**src/rtl/btc_pkg.sv**
```systemverilog
// ----------------------------------------------------------------------------
// btc_pkg: shared types and constants of the barometer compensation block
// Field widths, fixed-point shifts, register indexes, sequencer states and
// the command word passed from the controller to the datapath.
// ----------------------------------------------------------------------------
package btc_pkg;

  // Field and register widths
  localparam int unsigned RAW_W   = 24;  // raw converter sample
  localparam int unsigned CAL_W   = 16;  // calibration word
  localparam int unsigned IDX_W   = 3;   // configuration register index
  localparam int unsigned DT_W    = 25;  // temperature difference
  localparam int unsigned TEMP_W  = 20;  // temperature in centidegrees
  localparam int unsigned PRESS_W = 32;  // pressure in pascal

  // Internal widths
  localparam int unsigned MUL_W   = 26;           // multiplier operand
  localparam int unsigned PROD_W  = 2 * MUL_W;    // multiplier product
  localparam int unsigned WIDE_W  = 40;           // offset and sensitivity
  localparam int unsigned ACC_W   = 64;           // pressure product
  localparam int unsigned X_W     = 45;           // scaled pressure before last shift
  localparam int unsigned SQ_W    = 34;           // square of a temperature distance
  localparam int unsigned T2_W    = 18;           // second-order temperature term
  localparam int unsigned SPLIT_W = 20;           // low part of sensitivity operand

  // Fixed-point shifts
  localparam int unsigned REF_TEMP_SH  = 8;
  localparam int unsigned OFF_BASE_SH  = 16;
  localparam int unsigned SENS_BASE_SH = 15;
  localparam int unsigned OFF_TC_SH    = 7;
  localparam int unsigned SENS_TC_SH   = 8;
  localparam int unsigned TEMP_SH      = 23;
  localparam int unsigned T2_SH        = 31;
  localparam int unsigned SENS_DIV_SH  = 21;
  localparam int unsigned PRESS_DIV_SH = 15;

  // Temperature thresholds in centidegrees
  localparam logic signed [TEMP_W-1:0] TEMP_REF_CENTI = 20'sd2000;
  localparam logic signed [TEMP_W-1:0] TEMP_LOW_CENTI = -20'sd1500;

  // Input command codes
  localparam logic CMD_PRESSURE    = 1'b0;
  localparam logic CMD_TEMPERATURE = 1'b1;

  // Configuration register indexes
  localparam logic [IDX_W-1:0] CFG_SENS_BASE     = 3'd0;
  localparam logic [IDX_W-1:0] CFG_OFFSET_BASE   = 3'd1;
  localparam logic [IDX_W-1:0] CFG_SENS_TEMPCO   = 3'd2;
  localparam logic [IDX_W-1:0] CFG_OFFSET_TEMPCO = 3'd3;
  localparam logic [IDX_W-1:0] CFG_REF_TEMP      = 3'd4;
  localparam logic [IDX_W-1:0] CFG_TEMP_SLOPE    = 3'd5;

  typedef enum logic [4:0] {
    ST_IDLE,
    ST_DT,
    ST_MC4,
    ST_MC3,
    ST_MC6,
    ST_MDT,
    ST_T2,
    ST_MD1,
    ST_MD2,
    ST_SQ2,
    ST_SUB,
    ST_MPL,
    ST_MPH,
    ST_ACC,
    ST_RND,
    ST_X,
    ST_OUT
  } ctl_state_e;

  typedef enum logic [2:0] {
    MUL_C4_DT,
    MUL_C3_DT,
    MUL_C6_DT,
    MUL_DT_DT,
    MUL_D1_D1,
    MUL_D2_D2,
    MUL_P_LO,
    MUL_P_HI
  } mul_sel_e;

  typedef enum logic [3:0] {
    STEP_NONE,
    STEP_DT,
    STEP_OFF,
    STEP_SENS,
    STEP_TEMP,
    STEP_T2,
    STEP_SQ1,
    STEP_SQ2,
    STEP_SUB,
    STEP_ACC_LO,
    STEP_ACC_HI,
    STEP_RND,
    STEP_X
  } dp_step_e;

  typedef struct packed {
    logic       load_pres;
    logic       load_raw;
    logic       load_out;
    mul_sel_e   mul_sel;
    dp_step_e   step;
  } ctl_cmd_t;

endpackage

```
**src/rtl/btc_if.sv**
```systemverilog
// ----------------------------------------------------------------------------
// btc_if: sample and result channels of the barometer compensation block
// Valid/ready channels; a transfer happens when valid and ready are both high.
// ----------------------------------------------------------------------------
interface btc_in_if;
  logic                        valid;
  logic                        ready;
  logic                        command;
  logic [btc_pkg::RAW_W-1:0]   raw_sample;

  modport source (output valid, command, raw_sample, input ready);
  modport sink   (input valid, command, raw_sample, output ready);
endinterface

interface btc_out_if;
  logic                               valid;
  logic                               ready;
  logic signed [btc_pkg::TEMP_W-1:0]  temperature_centi;
  logic signed [btc_pkg::PRESS_W-1:0] pressure_pa;
  logic signed [btc_pkg::DT_W-1:0]    temp_delta;

  modport source (output valid, temperature_centi, pressure_pa, temp_delta, input ready);
  modport sink   (input valid, temperature_centi, pressure_pa, temp_delta, output ready);
endinterface

```
**src/rtl/barometer_temperature_compensation.sv**
```systemverilog
// ----------------------------------------------------------------------------
// barometer_temperature_compensation: second-order barometer compensation
// Turns raw pressure and temperature converter samples into a compensated
// temperature and a saturated pressure using six calibration words.
// ----------------------------------------------------------------------------
// Usage
//   in_i   : sample channel. command 0 stores raw_sample as the pressure
//            sample and gives no result; command 1 takes raw_sample as the
//            temperature sample and starts a computation.
//   out_o  : one result per temperature sample: temperature_centi,
//            pressure_pa and temp_delta.
//   cfg_*  : write port for the six calibration words (index 0 to 5); write
//            only while no computation is in flight. Other indexes are dropped.
// Timing
//   A pressure sample is stored as it is taken; back-to-back pressure transfers
//   run at one per cycle while the sequencer is idle. A temperature sample is
//   worked through 16 steps of the sequencer, and no new sample of either kind
//   is taken until its result has been handed to the output register. The step
//   count is set by the single shared 26x26 multiplier, used eight times in
//   sequence, and the rounding steps between its uses.
//   If the receiver stalls, a finished result waits in the output register;
//   new samples are still taken, and a second result waits in the last step.
// Reset
//   Clears the calibration words and the stored pressure sample to zero.
// ----------------------------------------------------------------------------
module barometer_temperature_compensation (
  input  logic                       clk_i,
  input  logic                       rst_ni,
  input  logic                       cfg_we_i,
  input  logic [btc_pkg::IDX_W-1:0]  cfg_idx_i,
  input  logic [btc_pkg::CAL_W-1:0]  cfg_wdata_i,
  btc_in_if.sink                     in_i,
  btc_out_if.source                  out_o
);

  btc_pkg::ctl_cmd_t cmd;
  logic              in_ready;
  logic              out_valid;

  btc_ctrl u_ctrl (
    .clk_i        (clk_i),
    .rst_ni       (rst_ni),
    .in_valid_i   (in_i.valid),
    .in_command_i (in_i.command),
    .in_ready_o   (in_ready),
    .out_ready_i  (out_o.ready),
    .out_valid_o  (out_valid),
    .cmd_o        (cmd)
  );

  btc_dp u_dp (
    .clk_i               (clk_i),
    .rst_ni              (rst_ni),
    .cfg_we_i            (cfg_we_i),
    .cfg_idx_i           (cfg_idx_i),
    .cfg_wdata_i         (cfg_wdata_i),
    .cmd_i               (cmd),
    .raw_sample_i        (in_i.raw_sample),
    .temperature_centi_o (out_o.temperature_centi),
    .pressure_pa_o       (out_o.pressure_pa),
    .temp_delta_o        (out_o.temp_delta)
  );

  assign in_i.ready  = in_ready;
  assign out_o.valid = out_valid;

endmodule

```
**src/rtl/btc_ctrl.sv**
```systemverilog
// ----------------------------------------------------------------------------
// btc_ctrl: compensation sequencer
// Walks one temperature sample through the datapath steps, one step a cycle
// (the last waits for a free result register); owns input ready, result valid.
// ----------------------------------------------------------------------------
module btc_ctrl (
  input  logic              clk_i,
  input  logic              rst_ni,
  input  logic              in_valid_i,
  input  logic              in_command_i,
  output logic              in_ready_o,
  input  logic              out_ready_i,
  output logic              out_valid_o,
  output btc_pkg::ctl_cmd_t cmd_o
);

  btc_pkg::ctl_state_e state_q, state_d;
  logic                out_valid_q, out_valid_d;
  logic                out_free;

  assign out_free = !out_valid_q || out_ready_i;

  // Next state
  always_comb begin
    state_d = state_q;
    unique case (state_q)
      btc_pkg::ST_IDLE: begin
        if (in_valid_i && in_command_i == btc_pkg::CMD_TEMPERATURE) begin
          state_d = btc_pkg::ST_DT;
        end
      end
      btc_pkg::ST_DT:  state_d = btc_pkg::ST_MC4;
      btc_pkg::ST_MC4: state_d = btc_pkg::ST_MC3;
      btc_pkg::ST_MC3: state_d = btc_pkg::ST_MC6;
      btc_pkg::ST_MC6: state_d = btc_pkg::ST_MDT;
      btc_pkg::ST_MDT: state_d = btc_pkg::ST_T2;
      btc_pkg::ST_T2:  state_d = btc_pkg::ST_MD1;
      btc_pkg::ST_MD1: state_d = btc_pkg::ST_MD2;
      btc_pkg::ST_MD2: state_d = btc_pkg::ST_SQ2;
      btc_pkg::ST_SQ2: state_d = btc_pkg::ST_SUB;
      btc_pkg::ST_SUB: state_d = btc_pkg::ST_MPL;
      btc_pkg::ST_MPL: state_d = btc_pkg::ST_MPH;
      btc_pkg::ST_MPH: state_d = btc_pkg::ST_ACC;
      btc_pkg::ST_ACC: state_d = btc_pkg::ST_RND;
      btc_pkg::ST_RND: state_d = btc_pkg::ST_X;
      btc_pkg::ST_X:   state_d = btc_pkg::ST_OUT;
      btc_pkg::ST_OUT: begin
        // hold until the result register is free
        if (out_free) begin
          state_d = btc_pkg::ST_IDLE;
        end
      end
      default: state_d = btc_pkg::ST_IDLE;
    endcase
  end

  // Outputs
  always_comb begin
    in_ready_o        = 1'b0;
    cmd_o.load_pres   = 1'b0;
    cmd_o.load_raw    = 1'b0;
    cmd_o.load_out    = 1'b0;
    cmd_o.mul_sel     = btc_pkg::MUL_C4_DT;
    cmd_o.step        = btc_pkg::STEP_NONE;
    unique case (state_q)
      btc_pkg::ST_IDLE: begin
        in_ready_o      = 1'b1;
        cmd_o.load_pres = in_valid_i && in_command_i == btc_pkg::CMD_PRESSURE;
        cmd_o.load_raw  = in_valid_i && in_command_i == btc_pkg::CMD_TEMPERATURE;
      end
      btc_pkg::ST_DT:  cmd_o.step = btc_pkg::STEP_DT;
      btc_pkg::ST_MC4: cmd_o.mul_sel = btc_pkg::MUL_C4_DT;
      btc_pkg::ST_MC3: begin
        cmd_o.mul_sel = btc_pkg::MUL_C3_DT;
        cmd_o.step    = btc_pkg::STEP_OFF;
      end
      btc_pkg::ST_MC6: begin
        cmd_o.mul_sel = btc_pkg::MUL_C6_DT;
        cmd_o.step    = btc_pkg::STEP_SENS;
      end
      btc_pkg::ST_MDT: begin
        cmd_o.mul_sel = btc_pkg::MUL_DT_DT;
        cmd_o.step    = btc_pkg::STEP_TEMP;
      end
      btc_pkg::ST_T2:  cmd_o.step = btc_pkg::STEP_T2;
      btc_pkg::ST_MD1: cmd_o.mul_sel = btc_pkg::MUL_D1_D1;
      btc_pkg::ST_MD2: begin
        cmd_o.mul_sel = btc_pkg::MUL_D2_D2;
        cmd_o.step    = btc_pkg::STEP_SQ1;
      end
      btc_pkg::ST_SQ2: cmd_o.step = btc_pkg::STEP_SQ2;
      btc_pkg::ST_SUB: cmd_o.step = btc_pkg::STEP_SUB;
      btc_pkg::ST_MPL: cmd_o.mul_sel = btc_pkg::MUL_P_LO;
      btc_pkg::ST_MPH: begin
        cmd_o.mul_sel = btc_pkg::MUL_P_HI;
        cmd_o.step    = btc_pkg::STEP_ACC_LO;
      end
      btc_pkg::ST_ACC: cmd_o.step = btc_pkg::STEP_ACC_HI;
      btc_pkg::ST_RND: cmd_o.step = btc_pkg::STEP_RND;
      btc_pkg::ST_X:   cmd_o.step = btc_pkg::STEP_X;
      btc_pkg::ST_OUT: cmd_o.load_out = out_free;
      default: ;
    endcase
  end

  assign out_valid_d = cmd_o.load_out || (out_valid_q && !out_ready_i);
  assign out_valid_o = out_valid_q;

  always_ff @(posedge clk_i or negedge rst_ni) begin
    if (!rst_ni) begin
      state_q     <= btc_pkg::ST_IDLE;
      out_valid_q <= 1'b0;
    end else begin
      state_q     <= state_d;
      out_valid_q <= out_valid_d;
    end
  end

  a_temp_starts: assert property (@(posedge clk_i) disable iff (!rst_ni)
    (in_valid_i && in_ready_o && in_command_i == btc_pkg::CMD_TEMPERATURE)
      |=> state_q == btc_pkg::ST_DT)
    else $error("temperature transfer did not start the sequence");

  a_pres_no_seq: assert property (@(posedge clk_i) disable iff (!rst_ni)
    (in_valid_i && in_ready_o && in_command_i == btc_pkg::CMD_PRESSURE)
      |=> state_q == btc_pkg::ST_IDLE)
    else $error("pressure transfer started a computation");

  a_result_source: assert property (@(posedge clk_i) disable iff (!rst_ni)
    $rose(out_valid_q) |-> $past(state_q) == btc_pkg::ST_OUT)
    else $error("result raised outside the final step");

endmodule

```
**src/rtl/btc_dp.sv**
```systemverilog
// ----------------------------------------------------------------------------
// btc_dp: compensation datapath
// Calibration registers, stored pressure sample, one shared 26x26 multiplier
// with a registered product, and the accumulators for the compensation terms.
// ----------------------------------------------------------------------------
module btc_dp (
  input  logic                              clk_i,
  input  logic                              rst_ni,
  input  logic                              cfg_we_i,
  input  logic [btc_pkg::IDX_W-1:0]         cfg_idx_i,
  input  logic [btc_pkg::CAL_W-1:0]         cfg_wdata_i,
  input  btc_pkg::ctl_cmd_t                 cmd_i,
  input  logic [btc_pkg::RAW_W-1:0]         raw_sample_i,
  output logic signed [btc_pkg::TEMP_W-1:0] temperature_centi_o,
  output logic signed [btc_pkg::PRESS_W-1:0] pressure_pa_o,
  output logic signed [btc_pkg::DT_W-1:0]   temp_delta_o
);

  localparam int unsigned ACC_W   = btc_pkg::ACC_W;
  localparam int unsigned PROD_W  = btc_pkg::PROD_W;
  localparam int unsigned MUL_W   = btc_pkg::MUL_W;
  localparam int unsigned WIDE_W  = btc_pkg::WIDE_W;
  localparam int unsigned TEMP_W  = btc_pkg::TEMP_W;
  localparam int unsigned DT_W    = btc_pkg::DT_W;
  localparam int unsigned RAW_W   = btc_pkg::RAW_W;
  localparam int unsigned CAL_W   = btc_pkg::CAL_W;
  localparam int unsigned X_W     = btc_pkg::X_W;
  localparam int unsigned SPLIT_W = btc_pkg::SPLIT_W;
  localparam int unsigned HI_W    = WIDE_W - SPLIT_W;
  localparam int unsigned PRESS_W = btc_pkg::PRESS_W;

  localparam logic signed [ACC_W-1:0] PRESS_MAX =
    {{(ACC_W-PRESS_W+1){1'b0}}, {(PRESS_W-1){1'b1}}};
  localparam logic signed [ACC_W-1:0] PRESS_MIN =
    {{(ACC_W-PRESS_W+1){1'b1}}, {(PRESS_W-1){1'b0}}};

  // Signed shift right that rounds toward zero
  function automatic logic signed [ACC_W-1:0] trunc_shift(
    input logic signed [ACC_W-1:0] x,
    input int unsigned             sh
  );
    logic [ACC_W-1:0] low_mask;
    logic             round_up;
    low_mask = ~({ACC_W{1'b1}} << sh);
    round_up = x[ACC_W-1] && ((x & low_mask) != '0);
    return (x >>> sh) + signed'({{(ACC_W-1){1'b0}}, round_up});
  endfunction

  // Calibration registers
  logic [CAL_W-1:0] sens_base_q, offset_base_q, sens_tempco_q;
  logic [CAL_W-1:0] offset_tempco_q, ref_temp_q, temp_slope_q;

  always_ff @(posedge clk_i or negedge rst_ni) begin
    if (!rst_ni) begin
      sens_base_q     <= '0;
      offset_base_q   <= '0;
      sens_tempco_q   <= '0;
      offset_tempco_q <= '0;
      ref_temp_q      <= '0;
      temp_slope_q    <= '0;
    end else if (cfg_we_i) begin
      unique case (cfg_idx_i)
        btc_pkg::CFG_SENS_BASE:     sens_base_q     <= cfg_wdata_i;
        btc_pkg::CFG_OFFSET_BASE:   offset_base_q   <= cfg_wdata_i;
        btc_pkg::CFG_SENS_TEMPCO:   sens_tempco_q   <= cfg_wdata_i;
        btc_pkg::CFG_OFFSET_TEMPCO: offset_tempco_q <= cfg_wdata_i;
        btc_pkg::CFG_REF_TEMP:      ref_temp_q      <= cfg_wdata_i;
        btc_pkg::CFG_TEMP_SLOPE:    temp_slope_q    <= cfg_wdata_i;
        default: ;  // drop writes beyond the register list
      endcase
    end
  end

  // Stored pressure sample
  logic [RAW_W-1:0] pres_q;

  always_ff @(posedge clk_i or negedge rst_ni) begin
    if (!rst_ni) begin
      pres_q <= '0;
    end else if (cmd_i.load_pres) begin
      pres_q <= raw_sample_i;
    end
  end

  // Working registers
  logic [RAW_W-1:0]                raw_q;
  logic signed [DT_W-1:0]          dt_q, dt_d;
  logic signed [WIDE_W-1:0]        off_q, off_d, sens_q, sens_d;
  logic [WIDE_W-1:0]               off2_q, off2_d, sens2_q, sens2_d;
  logic signed [TEMP_W-1:0]        temp_q, temp_d, d1_q, d1_d, d2_q, d2_d;
  logic [btc_pkg::T2_W-1:0]        t2_q, t2_d;
  logic                            lt20_q, lt20_d, lt15_q, lt15_d;
  logic signed [ACC_W-1:0]         acc_q, acc_d;
  logic signed [X_W-1:0]           x_q, x_d;
  logic signed [PROD_W-1:0]        prod_q;
  logic signed [MUL_W-1:0]         mul_a, mul_b;

  // Shared multiplier operands
  always_comb begin
    mul_a = '0;
    mul_b = '0;
    unique case (cmd_i.mul_sel)
      btc_pkg::MUL_C4_DT: begin
        mul_a = {{(MUL_W-CAL_W){1'b0}}, offset_tempco_q};
        mul_b = {{(MUL_W-DT_W){dt_q[DT_W-1]}}, dt_q};
      end
      btc_pkg::MUL_C3_DT: begin
        mul_a = {{(MUL_W-CAL_W){1'b0}}, sens_tempco_q};
        mul_b = {{(MUL_W-DT_W){dt_q[DT_W-1]}}, dt_q};
      end
      btc_pkg::MUL_C6_DT: begin
        mul_a = {{(MUL_W-CAL_W){1'b0}}, temp_slope_q};
        mul_b = {{(MUL_W-DT_W){dt_q[DT_W-1]}}, dt_q};
      end
      btc_pkg::MUL_DT_DT: begin
        mul_a = {{(MUL_W-DT_W){dt_q[DT_W-1]}}, dt_q};
        mul_b = {{(MUL_W-DT_W){dt_q[DT_W-1]}}, dt_q};
      end
      btc_pkg::MUL_D1_D1: begin
        mul_a = {{(MUL_W-TEMP_W){d1_q[TEMP_W-1]}}, d1_q};
        mul_b = {{(MUL_W-TEMP_W){d1_q[TEMP_W-1]}}, d1_q};
      end
      btc_pkg::MUL_D2_D2: begin
        mul_a = {{(MUL_W-TEMP_W){d2_q[TEMP_W-1]}}, d2_q};
        mul_b = {{(MUL_W-TEMP_W){d2_q[TEMP_W-1]}}, d2_q};
      end
      btc_pkg::MUL_P_LO: begin
        mul_a = {{(MUL_W-RAW_W){1'b0}}, pres_q};
        mul_b = {{(MUL_W-SPLIT_W){1'b0}}, sens_q[SPLIT_W-1:0]};
      end
      btc_pkg::MUL_P_HI: begin
        mul_a = {{(MUL_W-RAW_W){1'b0}}, pres_q};
        mul_b = {{(MUL_W-HI_W){sens_q[WIDE_W-1]}}, sens_q[WIDE_W-1:SPLIT_W]};
      end
      default: ;
    endcase
  end

  // Derived views of the registered product
  logic signed [ACC_W-1:0] prod_ext;
  logic signed [ACC_W-1:0] off_tc, sens_tc, temp_tc, press_full, acc_sh;
  logic [WIDE_W-1:0]       sq_w, sq5, sq7, sq11;

  always_comb begin
    prod_ext = {{(ACC_W-PROD_W){prod_q[PROD_W-1]}}, prod_q};
    off_tc   = trunc_shift(prod_ext, btc_pkg::OFF_TC_SH);
    sens_tc  = trunc_shift(prod_ext, btc_pkg::SENS_TC_SH);
    temp_tc  = trunc_shift(prod_ext, btc_pkg::TEMP_SH);
    acc_sh   = trunc_shift(acc_q, btc_pkg::SENS_DIV_SH);
    sq_w     = {{(WIDE_W-btc_pkg::SQ_W){1'b0}}, prod_q[btc_pkg::SQ_W-1:0]};
    sq5      = sq_w + (sq_w << 2);
    sq7      = (sq_w << 3) - sq_w;
    sq11     = (sq_w << 3) + (sq_w << 1) + sq_w;
    press_full = trunc_shift({{(ACC_W-X_W){x_q[X_W-1]}}, x_q}, btc_pkg::PRESS_DIV_SH);
  end

  // Step logic
  always_comb begin
    dt_d    = dt_q;
    off_d   = off_q;
    sens_d  = sens_q;
    off2_d  = off2_q;
    sens2_d = sens2_q;
    temp_d  = temp_q;
    d1_d    = d1_q;
    d2_d    = d2_q;
    t2_d    = t2_q;
    lt20_d  = lt20_q;
    lt15_d  = lt15_q;
    acc_d   = acc_q;
    x_d     = x_q;
    unique case (cmd_i.step)
      btc_pkg::STEP_NONE: ;
      btc_pkg::STEP_DT: begin
        dt_d = signed'({1'b0, raw_q})
             - signed'({1'b0, ref_temp_q, {btc_pkg::REF_TEMP_SH{1'b0}}});
      end
      btc_pkg::STEP_OFF: begin
        off_d = signed'(WIDE_W'({offset_base_q, {btc_pkg::OFF_BASE_SH{1'b0}}}))
              + off_tc[WIDE_W-1:0];
      end
      btc_pkg::STEP_SENS: begin
        sens_d = signed'(WIDE_W'({sens_base_q, {btc_pkg::SENS_BASE_SH{1'b0}}}))
               + sens_tc[WIDE_W-1:0];
      end
      btc_pkg::STEP_TEMP: begin
        temp_d = btc_pkg::TEMP_REF_CENTI + signed'(temp_tc[TEMP_W-1:0]);
      end
      btc_pkg::STEP_T2: begin
        lt20_d = temp_q < btc_pkg::TEMP_REF_CENTI;
        lt15_d = temp_q < btc_pkg::TEMP_LOW_CENTI;
        // dt squared is never negative: truncation is a plain shift
        t2_d   = (temp_q < btc_pkg::TEMP_REF_CENTI)
               ? prod_q[btc_pkg::T2_SH+btc_pkg::T2_W-1:btc_pkg::T2_SH] : '0;
        d1_d   = temp_q - btc_pkg::TEMP_REF_CENTI;
        d2_d   = temp_q - btc_pkg::TEMP_LOW_CENTI;
      end
      btc_pkg::STEP_SQ1: begin
        off2_d  = lt20_q ? (sq5 >> 1) : '0;
        sens2_d = lt20_q ? (sq5 >> 2) : '0;
      end
      btc_pkg::STEP_SQ2: begin
        if (lt15_q) begin
          off2_d  = off2_q + sq7;
          sens2_d = sens2_q + (sq11 >> 1);
        end
      end
      btc_pkg::STEP_SUB: begin
        off_d  = off_q - signed'(off2_q);
        sens_d = sens_q - signed'(sens2_q);
        temp_d = temp_q - signed'({{(TEMP_W-btc_pkg::T2_W){1'b0}}, t2_q});
      end
      btc_pkg::STEP_ACC_LO: begin
        acc_d = {{(ACC_W-RAW_W-SPLIT_W){1'b0}}, prod_q[RAW_W+SPLIT_W-1:0]};
      end
      btc_pkg::STEP_ACC_HI: begin
        acc_d = acc_q + (prod_ext <<< SPLIT_W);
      end
      btc_pkg::STEP_RND: begin
        x_d = acc_sh[X_W-1:0];
      end
      btc_pkg::STEP_X: begin
        x_d = x_q - {{(X_W-WIDE_W){off_q[WIDE_W-1]}}, off_q};
      end
      default: ;
    endcase
  end

  always_ff @(posedge clk_i) begin
    prod_q  <= mul_a * mul_b;
    dt_q    <= dt_d;
    off_q   <= off_d;
    sens_q  <= sens_d;
    off2_q  <= off2_d;
    sens2_q <= sens2_d;
    temp_q  <= temp_d;
    d1_q    <= d1_d;
    d2_q    <= d2_d;
    acc_q   <= acc_d;
    x_q     <= x_d;
    if (cmd_i.load_raw) begin
      raw_q <= raw_sample_i;
    end
  end

  always_ff @(posedge clk_i or negedge rst_ni) begin
    if (!rst_ni) begin
      t2_q   <= '0;
      lt20_q <= 1'b0;
      lt15_q <= 1'b0;
    end else begin
      t2_q   <= t2_d;
      lt20_q <= lt20_d;
      lt15_q <= lt15_d;
    end
  end

  // Result register; saturate pressure to the signed 32-bit range
  always_ff @(posedge clk_i) begin
    if (cmd_i.load_out) begin
      temperature_centi_o <= temp_q;
      temp_delta_o        <= dt_q;
      if (press_full > PRESS_MAX) begin
        pressure_pa_o <= PRESS_MAX[PRESS_W-1:0];
      end else if (press_full < PRESS_MIN) begin
        pressure_pa_o <= PRESS_MIN[PRESS_W-1:0];
      end else begin
        pressure_pa_o <= press_full[PRESS_W-1:0];
      end
    end
  end

  a_cold_implies_cool: assert property (@(posedge clk_i) disable iff (!rst_ni)
    lt15_q |-> lt20_q)
    else $error("below -15 flag set without below 20 flag");

  a_t2_only_when_cool: assert property (@(posedge clk_i) disable iff (!rst_ni)
    !lt20_q |-> t2_q == '0)
    else $error("second-order temperature term set above 20 degrees");

endmodule

```
**src/flat_wrapper.sv**
```systemverilog
// flat-port wrapper written by rule: the top's interface ports become plain ports
module barometer_temperature_compensation_flat 
  (clk_i, rst_ni, cfg_we_i, cfg_idx_i, cfg_wdata_i, in_i_valid, in_i_command, in_i_raw_sample, in_i_ready, out_o_valid, out_o_temperature_centi, out_o_pressure_pa, out_o_temp_delta, out_o_ready);
  btc_in_if in_i_i ();
  btc_out_if out_o_i ();
  input  logic clk_i;
  input  logic rst_ni;
  input  logic cfg_we_i;
  input  logic [btc_pkg::IDX_W-1:0] cfg_idx_i;
  input  logic [btc_pkg::CAL_W-1:0] cfg_wdata_i;
  input wire logic [$bits(in_i_i.valid)-1:0] in_i_valid;
  input wire logic [$bits(in_i_i.command)-1:0] in_i_command;
  input wire logic [$bits(in_i_i.raw_sample)-1:0] in_i_raw_sample;
  output wire logic [$bits(in_i_i.ready)-1:0] in_i_ready;
  output wire logic [$bits(out_o_i.valid)-1:0] out_o_valid;
  output wire logic [$bits(out_o_i.temperature_centi)-1:0] out_o_temperature_centi;
  output wire logic [$bits(out_o_i.pressure_pa)-1:0] out_o_pressure_pa;
  output wire logic [$bits(out_o_i.temp_delta)-1:0] out_o_temp_delta;
  input wire logic [$bits(out_o_i.ready)-1:0] out_o_ready;
  assign in_i_i.valid = in_i_valid;
  assign in_i_i.command = in_i_command;
  assign in_i_i.raw_sample = in_i_raw_sample;
  assign in_i_ready = in_i_i.ready;
  assign out_o_valid = out_o_i.valid;
  assign out_o_temperature_centi = out_o_i.temperature_centi;
  assign out_o_pressure_pa = out_o_i.pressure_pa;
  assign out_o_temp_delta = out_o_i.temp_delta;
  assign out_o_i.ready = out_o_ready;
  barometer_temperature_compensation u_core (.clk_i(clk_i), .rst_ni(rst_ni), .cfg_we_i(cfg_we_i), .cfg_idx_i(cfg_idx_i), .cfg_wdata_i(cfg_wdata_i), .in_i(in_i_i), .out_o(out_o_i));
endmodule
```
**config.mk**
```make
export PLATFORM = sky130hd
export DESIGN_NAME = barometer_temperature_compensation_flat
export DESIGN_NICKNAME = d
export VERILOG_FILES = /design/src/rtl/btc_pkg.sv /design/src/rtl/btc_if.sv /design/src/rtl/barometer_temperature_compensation.sv /design/src/rtl/btc_ctrl.sv /design/src/rtl/btc_dp.sv /design/src/flat_wrapper.sv
export SDC_FILE = /design/constraint.sdc
export NUM_CORES = 2
export LEC_CHECK = 0
export BUFFER_PORTS_ARGS = -buffer_cell sky130_fd_sc_hd__buf_2
export CAP_MARGIN = 20
export CORE_MARGIN = 3
export CORE_UTILIZATION = 50
export DETAILED_ROUTE_END_ITERATION = 6
export HOLD_SLACK_MARGIN = 0.03
export PLACE_DENSITY = 0.76
export SKIP_LAST_GASP = 1
export SYNTH_ARGS = -nofsm -noshare
export SYNTH_HDL_FRONTEND = slang
export SYNTH_SLANG_ARGS = --single-unit
```
**constraint.sdc**
```tcl
create_clock -name clk_i -period 12.6 [get_ports clk_i]
set_clock_uncertainty 0.05 [all_clocks]
set_input_delay 2.52 -clock clk_i [delete_from_list [all_inputs] [get_ports clk_i]]
set_output_delay 2.52 -clock clk_i [all_outputs]
set_load 0.03 [all_outputs]
```
Yosys cells after proc, flatten, opt, wreduce, memory -nomap -nowiden --
Cells that the tools add are included.
Word-level totals: register bits after elaboration 653, bits in latches 0, RAM bits 0, memory bits (read-only) 0, input port bits 49, output and inout port bits 79, logic and storage cells 157, memories 0
Cells by class: add/subtract/negate cells 22, multipliers 1, div/mod/pow operators 0, magnitude comparators 4, equality and inequality tests 43, shift operators 0, muxes and demuxes 23, bitwise logic cells 1, reductions and logical operators 36
Operators with widths (count):
- 40-bit case mux with 2 select lines | 4
- 64-bit nonzero test | 5
- 26-bit case mux with 7 select lines | 1
- 26-bit case mux with 5 select lines | 1
- 64-bit case mux with 2 select lines | 1
- 45-bit case mux with 2 select lines | 1
- 5-bit case mux with 17 select lines | 1
- 40-bit by 2-bit adder with 40-bit output | 2
- 40-bit 2-to-1 mux | 2
- 40-bit subtractor | 2
- 64-bit adder | 1
- 26-bit by 26-bit multiplier with 52-bit output | 1
- 4-bit case mux with 12 select lines | 1
- 45-bit subtractor | 1
- 43-bit by 2-bit adder with 44-bit output | 1
- 31-bit by 40-bit adder with 40-bit output | 1
- 32-bit by 40-bit adder with 40-bit output | 1
- 40-bit by 38-bit adder with 40-bit output | 1
- 40-bit adder | 1
- 5-bit by 4-bit == test with 1-bit output (second input constant) | 8
- 20-bit by 12-bit less-than comparator with 1-bit output (second input constant) | 2
- 20-bit case mux with 2 select lines | 1
- 20-bit by 12-bit subtractor with 20-bit output (second input constant) | 2
- 38-bit by 34-bit adder with 39-bit output | 1
- other kinds (40) | 87

Logic depth before layout (Yosys ltp) --
depth in word-level cells 6, depth in mapped cells 36, mapped depth without buffers 33

By module --
From an unflattened synthesis, not the netlist that was laid out.
Second synthesis, totals: cells, all modules 7708, area, all modules 71369.7 µm²
Modules (own cells, without submodules):
- btc_dp | instances 1, cells each 7647, area each 70865.5 µm², seq. area each 18107.4 µm²
- btc_ctrl | instances 1, cells each 61, area each 504.2 µm², seq. area each 150.1 µm²

Least setup slack after synthesis --
OpenSTA, ideal clock, no wires.
path type register to register, start point register u_core.u_ctrl.state_q[0], end point register u_core.u_dp.off2_q[0], enable pin, library setup time 0.715 ns, data arrival time 8.392 ns, path slack 3.442 ns, stages on the path, launching flop included 5, buffers on the path 2, clock period less this slack 9.158 ns, cells stage by stage dfrtp_1 -> buf_2 -> clkbuf_1 -> nor2b_1 -> nor4_1
On the way: cells in the longest elaborated chain, start to end 5, elaborated cells on any way between the ends 18, those cells by class eq/ne: 15; mux: 1; reduce/logical: 2
RTL lines:
- from (decl) | RTL line btc_ctrl.sv:17 | btc_pkg::ctl_state_e state_q, state_d;
- from (signal assigned) | RTL line btc_ctrl.sv:111 | state_q <= btc_pkg::ST_IDLE;
- from (signal assigned) | RTL line btc_ctrl.sv:114 | state_q <= state_d;
- 5-bit by 4-bit == test with 1-bit output (tied with other cells) | RTL line btc_ctrl.sv:65 | unique case (state_q)
- 4-bit case mux with 12 select lines (*) | RTL line btc_ctrl.sv:65
- 4-bit by 3-bit == test with 1-bit output | RTL line btc_dp.sv:172 | unique case (cmd_i.step)
- 2-bit inequality test (no line) / 2-bit nonzero test (equally long branches)
- 2-bit AND reduction (no line) (*)
- to (signal assigned) | RTL line btc_dp.sv:234 | off2_q <= off2_d;
- to (decl) | RTL line btc_dp.sv:89 | logic [WIDE_W-1:0] off2_q, off2_d, sens2_q, sens2_d;
Mark *: on every way between the ends. The rest lies on a longest branch, timed or not. A chain may end at the register's enable or synchronous reset.

Final worst setup path --
start point register u_core.u_ctrl.state_q[0], end point register u_core.u_dp.prod_q[51]
On the way: cells in the longest elaborated chain, start to end 6, elaborated cells on any way between the ends 21, those cells by class mul: 1; eq/ne: 14; mux: 3; reduce/logical: 3
RTL lines:
- 5-bit by 4-bit == test with 1-bit output (tied with other cells) | RTL line btc_ctrl.sv:65
- 3-bit case mux with 7 select lines (*) | RTL line btc_ctrl.sv:65
- 3-bit by 2-bit == test with 1-bit output (tied with other cells) | RTL line btc_dp.sv:102 | unique case (cmd_i.mul_sel)
- 4-bit OR reduction (no line) / 2-bit OR reduction (equally long branches)
- 26-bit case mux with 5 select lines / 26-bit case mux with 7 select lines (equally long branches) | RTL line btc_dp.sv:102
- 26-bit by 26-bit multiplier with 52-bit output (*) | RTL line btc_dp.sv:230 | prod_q <= mul_a * mul_b;
- to (signal assigned) | RTL line btc_dp.sv:230
- to (decl) | RTL line btc_dp.sv:95 | logic signed [PROD_W-1:0] prod_q;
Marked as above.

==> results.cfg <==
[clock_network]
clock_path_buffers = 3
htree_levels = 3
clkTransAtPathRegs_ns = 0.07
worst_skew_pair.late_latency_ns = 0.71
cts_buffers = 73
cts_tree = yes
cts.sinks = 649
cts_root_buf = clkbuf_16
cts_hold_buf = 0
cts_resized = 0
post_cts_buffers = 0

[hold_path]
worstHoldStart = u_core.u_dp.raw_q[7]
min_path_type = register to register
hold_end = u_core.u_dp.dt_q[7]
hold_path_depth = 0

[cells_and_area]
nets = 9132
area_growth_pct = 8.32
fillers = 12500
drive_gt1_frac = 0.0749
final_util = 0.548

[timing]
min_period_over_period = 0.810
fin_crit_ns = 10.21
tns_ns = 0
hold_viol = 0
tightestPinTransition_ns = 1.19
slew_viol_final = 0
setup_viol = 0
grt_setup_unrepaired = false
max_freq_mhz = 98.0
relSlewSlack = 0.204
hold_slack_ns = 0.360

[synthesis]
synth-simple-area-share = 0.133
synth_top_family_by_area = adder cells
synth_compound_area_frac = 0.147
yosys_warnings = 0
yosysTopAreaCellShare = 0.207
synth_area_leaders = fa_1 (21%), edfxtp_1 (19%), ha_1 (10%)
synth-edff-count = 453
yosys_register_bits = 649
yosysSeqAreaShare = 0.257
syn_avg_cell_area_um2 = 9.25
synth_xor_area_frac = 0.0680
synth_fa_ha_area_frac = 0.307
synth.mux.area_fraction = 0.0179
synth_commonest_cells = inv_1 (1,053), nand2_1 (915), fa_1 (735)
synth_fp_nets = 9026
synth_cell_types = 94
synth.most_common_cell = inv_1
yosysTopAreaCell = fa_1
async_flop_share = 0.225
synthFlopType = edfxtp_1
synth_cells = 7675
synth_area_um2 = 71000

[critical_path]
worstSetupPathType = register to register
regToRegSetupSlack_ns = 2.39
critPathRequiredTime_ns = 13.13
cp_max_fo = 20
critPathMaxStageDelay_ns = 0.67
critPathSlowestCell = o31ai_1
reg2reg_from = u_core.u_ctrl.state_q[0]
worstSetupStartpointType = register
critical_path_arrival_ns = 10.74
end_kind = register
r2r_cells = 30
cp_common_cell = fa_1
r2r-end = u_core.u_dp.prod_q[51]

[drt]
firstDrtPassIters = 6
num_vias = 58500
drc = 0
routed_via_density = 6.02
antenna_left = 0
routed_wl_mm = 235
drt_iter0_markers = 6470
post_drt_wl_per_cell_um = 24.1

[global_routing]
grt_pass1_wl_mm = 352
grt_overflow_total = 0
grtUsageTotal = 0.317
grt_max_degree = 92
antenna_found_initial = 13
first_global_vias = 58000

[placed_design]
io_buffers = 127
dp_hpwl_mm = 183
gp_congestion = 1.01

[die]
die_h_um = 383
die_area_um2 = 147000
core_um2 = 140000
die_width_um = 383
io_pins = 128
rows = 137
start_util = 0.506

[status]
status = finished, final reports clean

[flow_run]
drv_cap = 0
## per-layer routing
metal / routed length (µm) / up-vias / part of all wire / track usage
li1: - / 26100 / - / -
met2: 102000 / 3112 / 0.43 / 0.482
met4: 14600 / 16 / 0.062 / 0.167
met5: 99 / - / 0.00042 / 0
met1: 89800 / 28600 / 0.38 / 0.412
met3: 28200 / 726 / 0.12 / 0.0913
## worst max-delay path: cells and delay by family (launching register included)
family                     cells  cell delay [ns]
adders and majority gates      8             3.88
AOI/OAI and AO/OA              8             2.50
DFF                            1             0.61
and+or+nand+nor                5             1.50
buffers and inverters          8             1.37
xor gates and xnor gates       1             0.15
## sequential cells by signal, summed over array words and instances, names as in the netlist, 18 cells and up
signal                           count
u_core.u_dp.acc_q                   64
u_core.u_dp.prod_q                  50
u_core.u_dp.x_q                     45
u_core.u_dp.off2_q                  40
u_core.u_dp.off_q                   40
u_core.u_dp.sens2_q                 40
u_core.u_dp.sens_q                  40
u_core.u_dp.pressure_pa_o           32
u_core.u_dp.dt_q                    25
u_core.u_dp.temp_delta_o            25
u_core.u_dp.pres_q                  24
u_core.u_dp.raw_q                   24
u_core.u_dp.d1_q                    20
u_core.u_dp.temp_q                  20
u_core.u_dp.temperature_centi_o     20
u_core.u_dp.d2_q                    18
u_core.u_dp.t2_q                    18
## area by class of cell
class / instances / area, µm² / share of cell area
sequential: 649 / 18300 / 0.237
clock buffer: 97 / 1990 / 0.0258
multi-input combinational: 5722 / 48000 / 0.625
antenna: 8 / 20.0 / 0.000260
clock inverter: 39 / 468 / 0.00609
inverter: 1057 / 3970 / 0.0516
timing repair buffer: 278 / 1810 / 0.0236
tap: 1876 / 2350 / 0.0305
## kinds of logic after synthesis
logic type / Yosys count
multiplexers: 114
buffers and inverters: 1304
AO/OA/AOI/OAI: 1626
flip-flops: 649
adder cells (fa/ha/maj): 1302
XOR/XNOR: 551
AND/OR/NAND/NOR: 2129
## layout by cell type (no fill, tap or decap), types with 136 or more instances in the layout
cell	n
ha_1	567
fa_1	735
a21o_1	238
o21ai_0	388
edfxtp_1	453
dfrtp_1	146
nand2_1	913
inv_1	1052
nor2_1	561
buf_4	147
a21oi_1	429
xnor2_1	356
xor2_1	195
nand3_1	136
## stage by stage
step                      instances  setup WS (ns)  instance area [µm²]
after floorplan                7675           3.44                71000
after global placement         9577           2.73                74300
after detailed placement       9581           2.60                74400
after CTS                      9717           2.57                76900
after global routing           9718           2.00                76900
final                          9726           2.39                76900
## how the worst max path moves through the flow
| stage | endpoint | startpoint | cells past startpoint |
|---|---|---|---|
| floorplan | u_core.u_dp.off2_q[0] | u_core.u_ctrl.state_q[0] | 4 |
| global placement | u_core.u_dp.prod_q[51] | u_core.u_ctrl.state_q[2] | 27 |
| detailed placement | u_core.u_dp.prod_q[51] | u_core.u_ctrl.state_q[0] | 30 |
| CTS | u_core.u_dp.prod_q[51] | u_core.u_ctrl.state_q[0] | 30 |
| global route | u_core.u_dp.prod_q[51] | u_core.u_ctrl.state_q[0] | 30 |
| finish | u_core.u_dp.prod_q[51] | u_core.u_ctrl.state_q[0] | 30 |
Power is not shown: default switching activity piles up to over one toggle a cycle in this logic, so the estimate is an artifact.
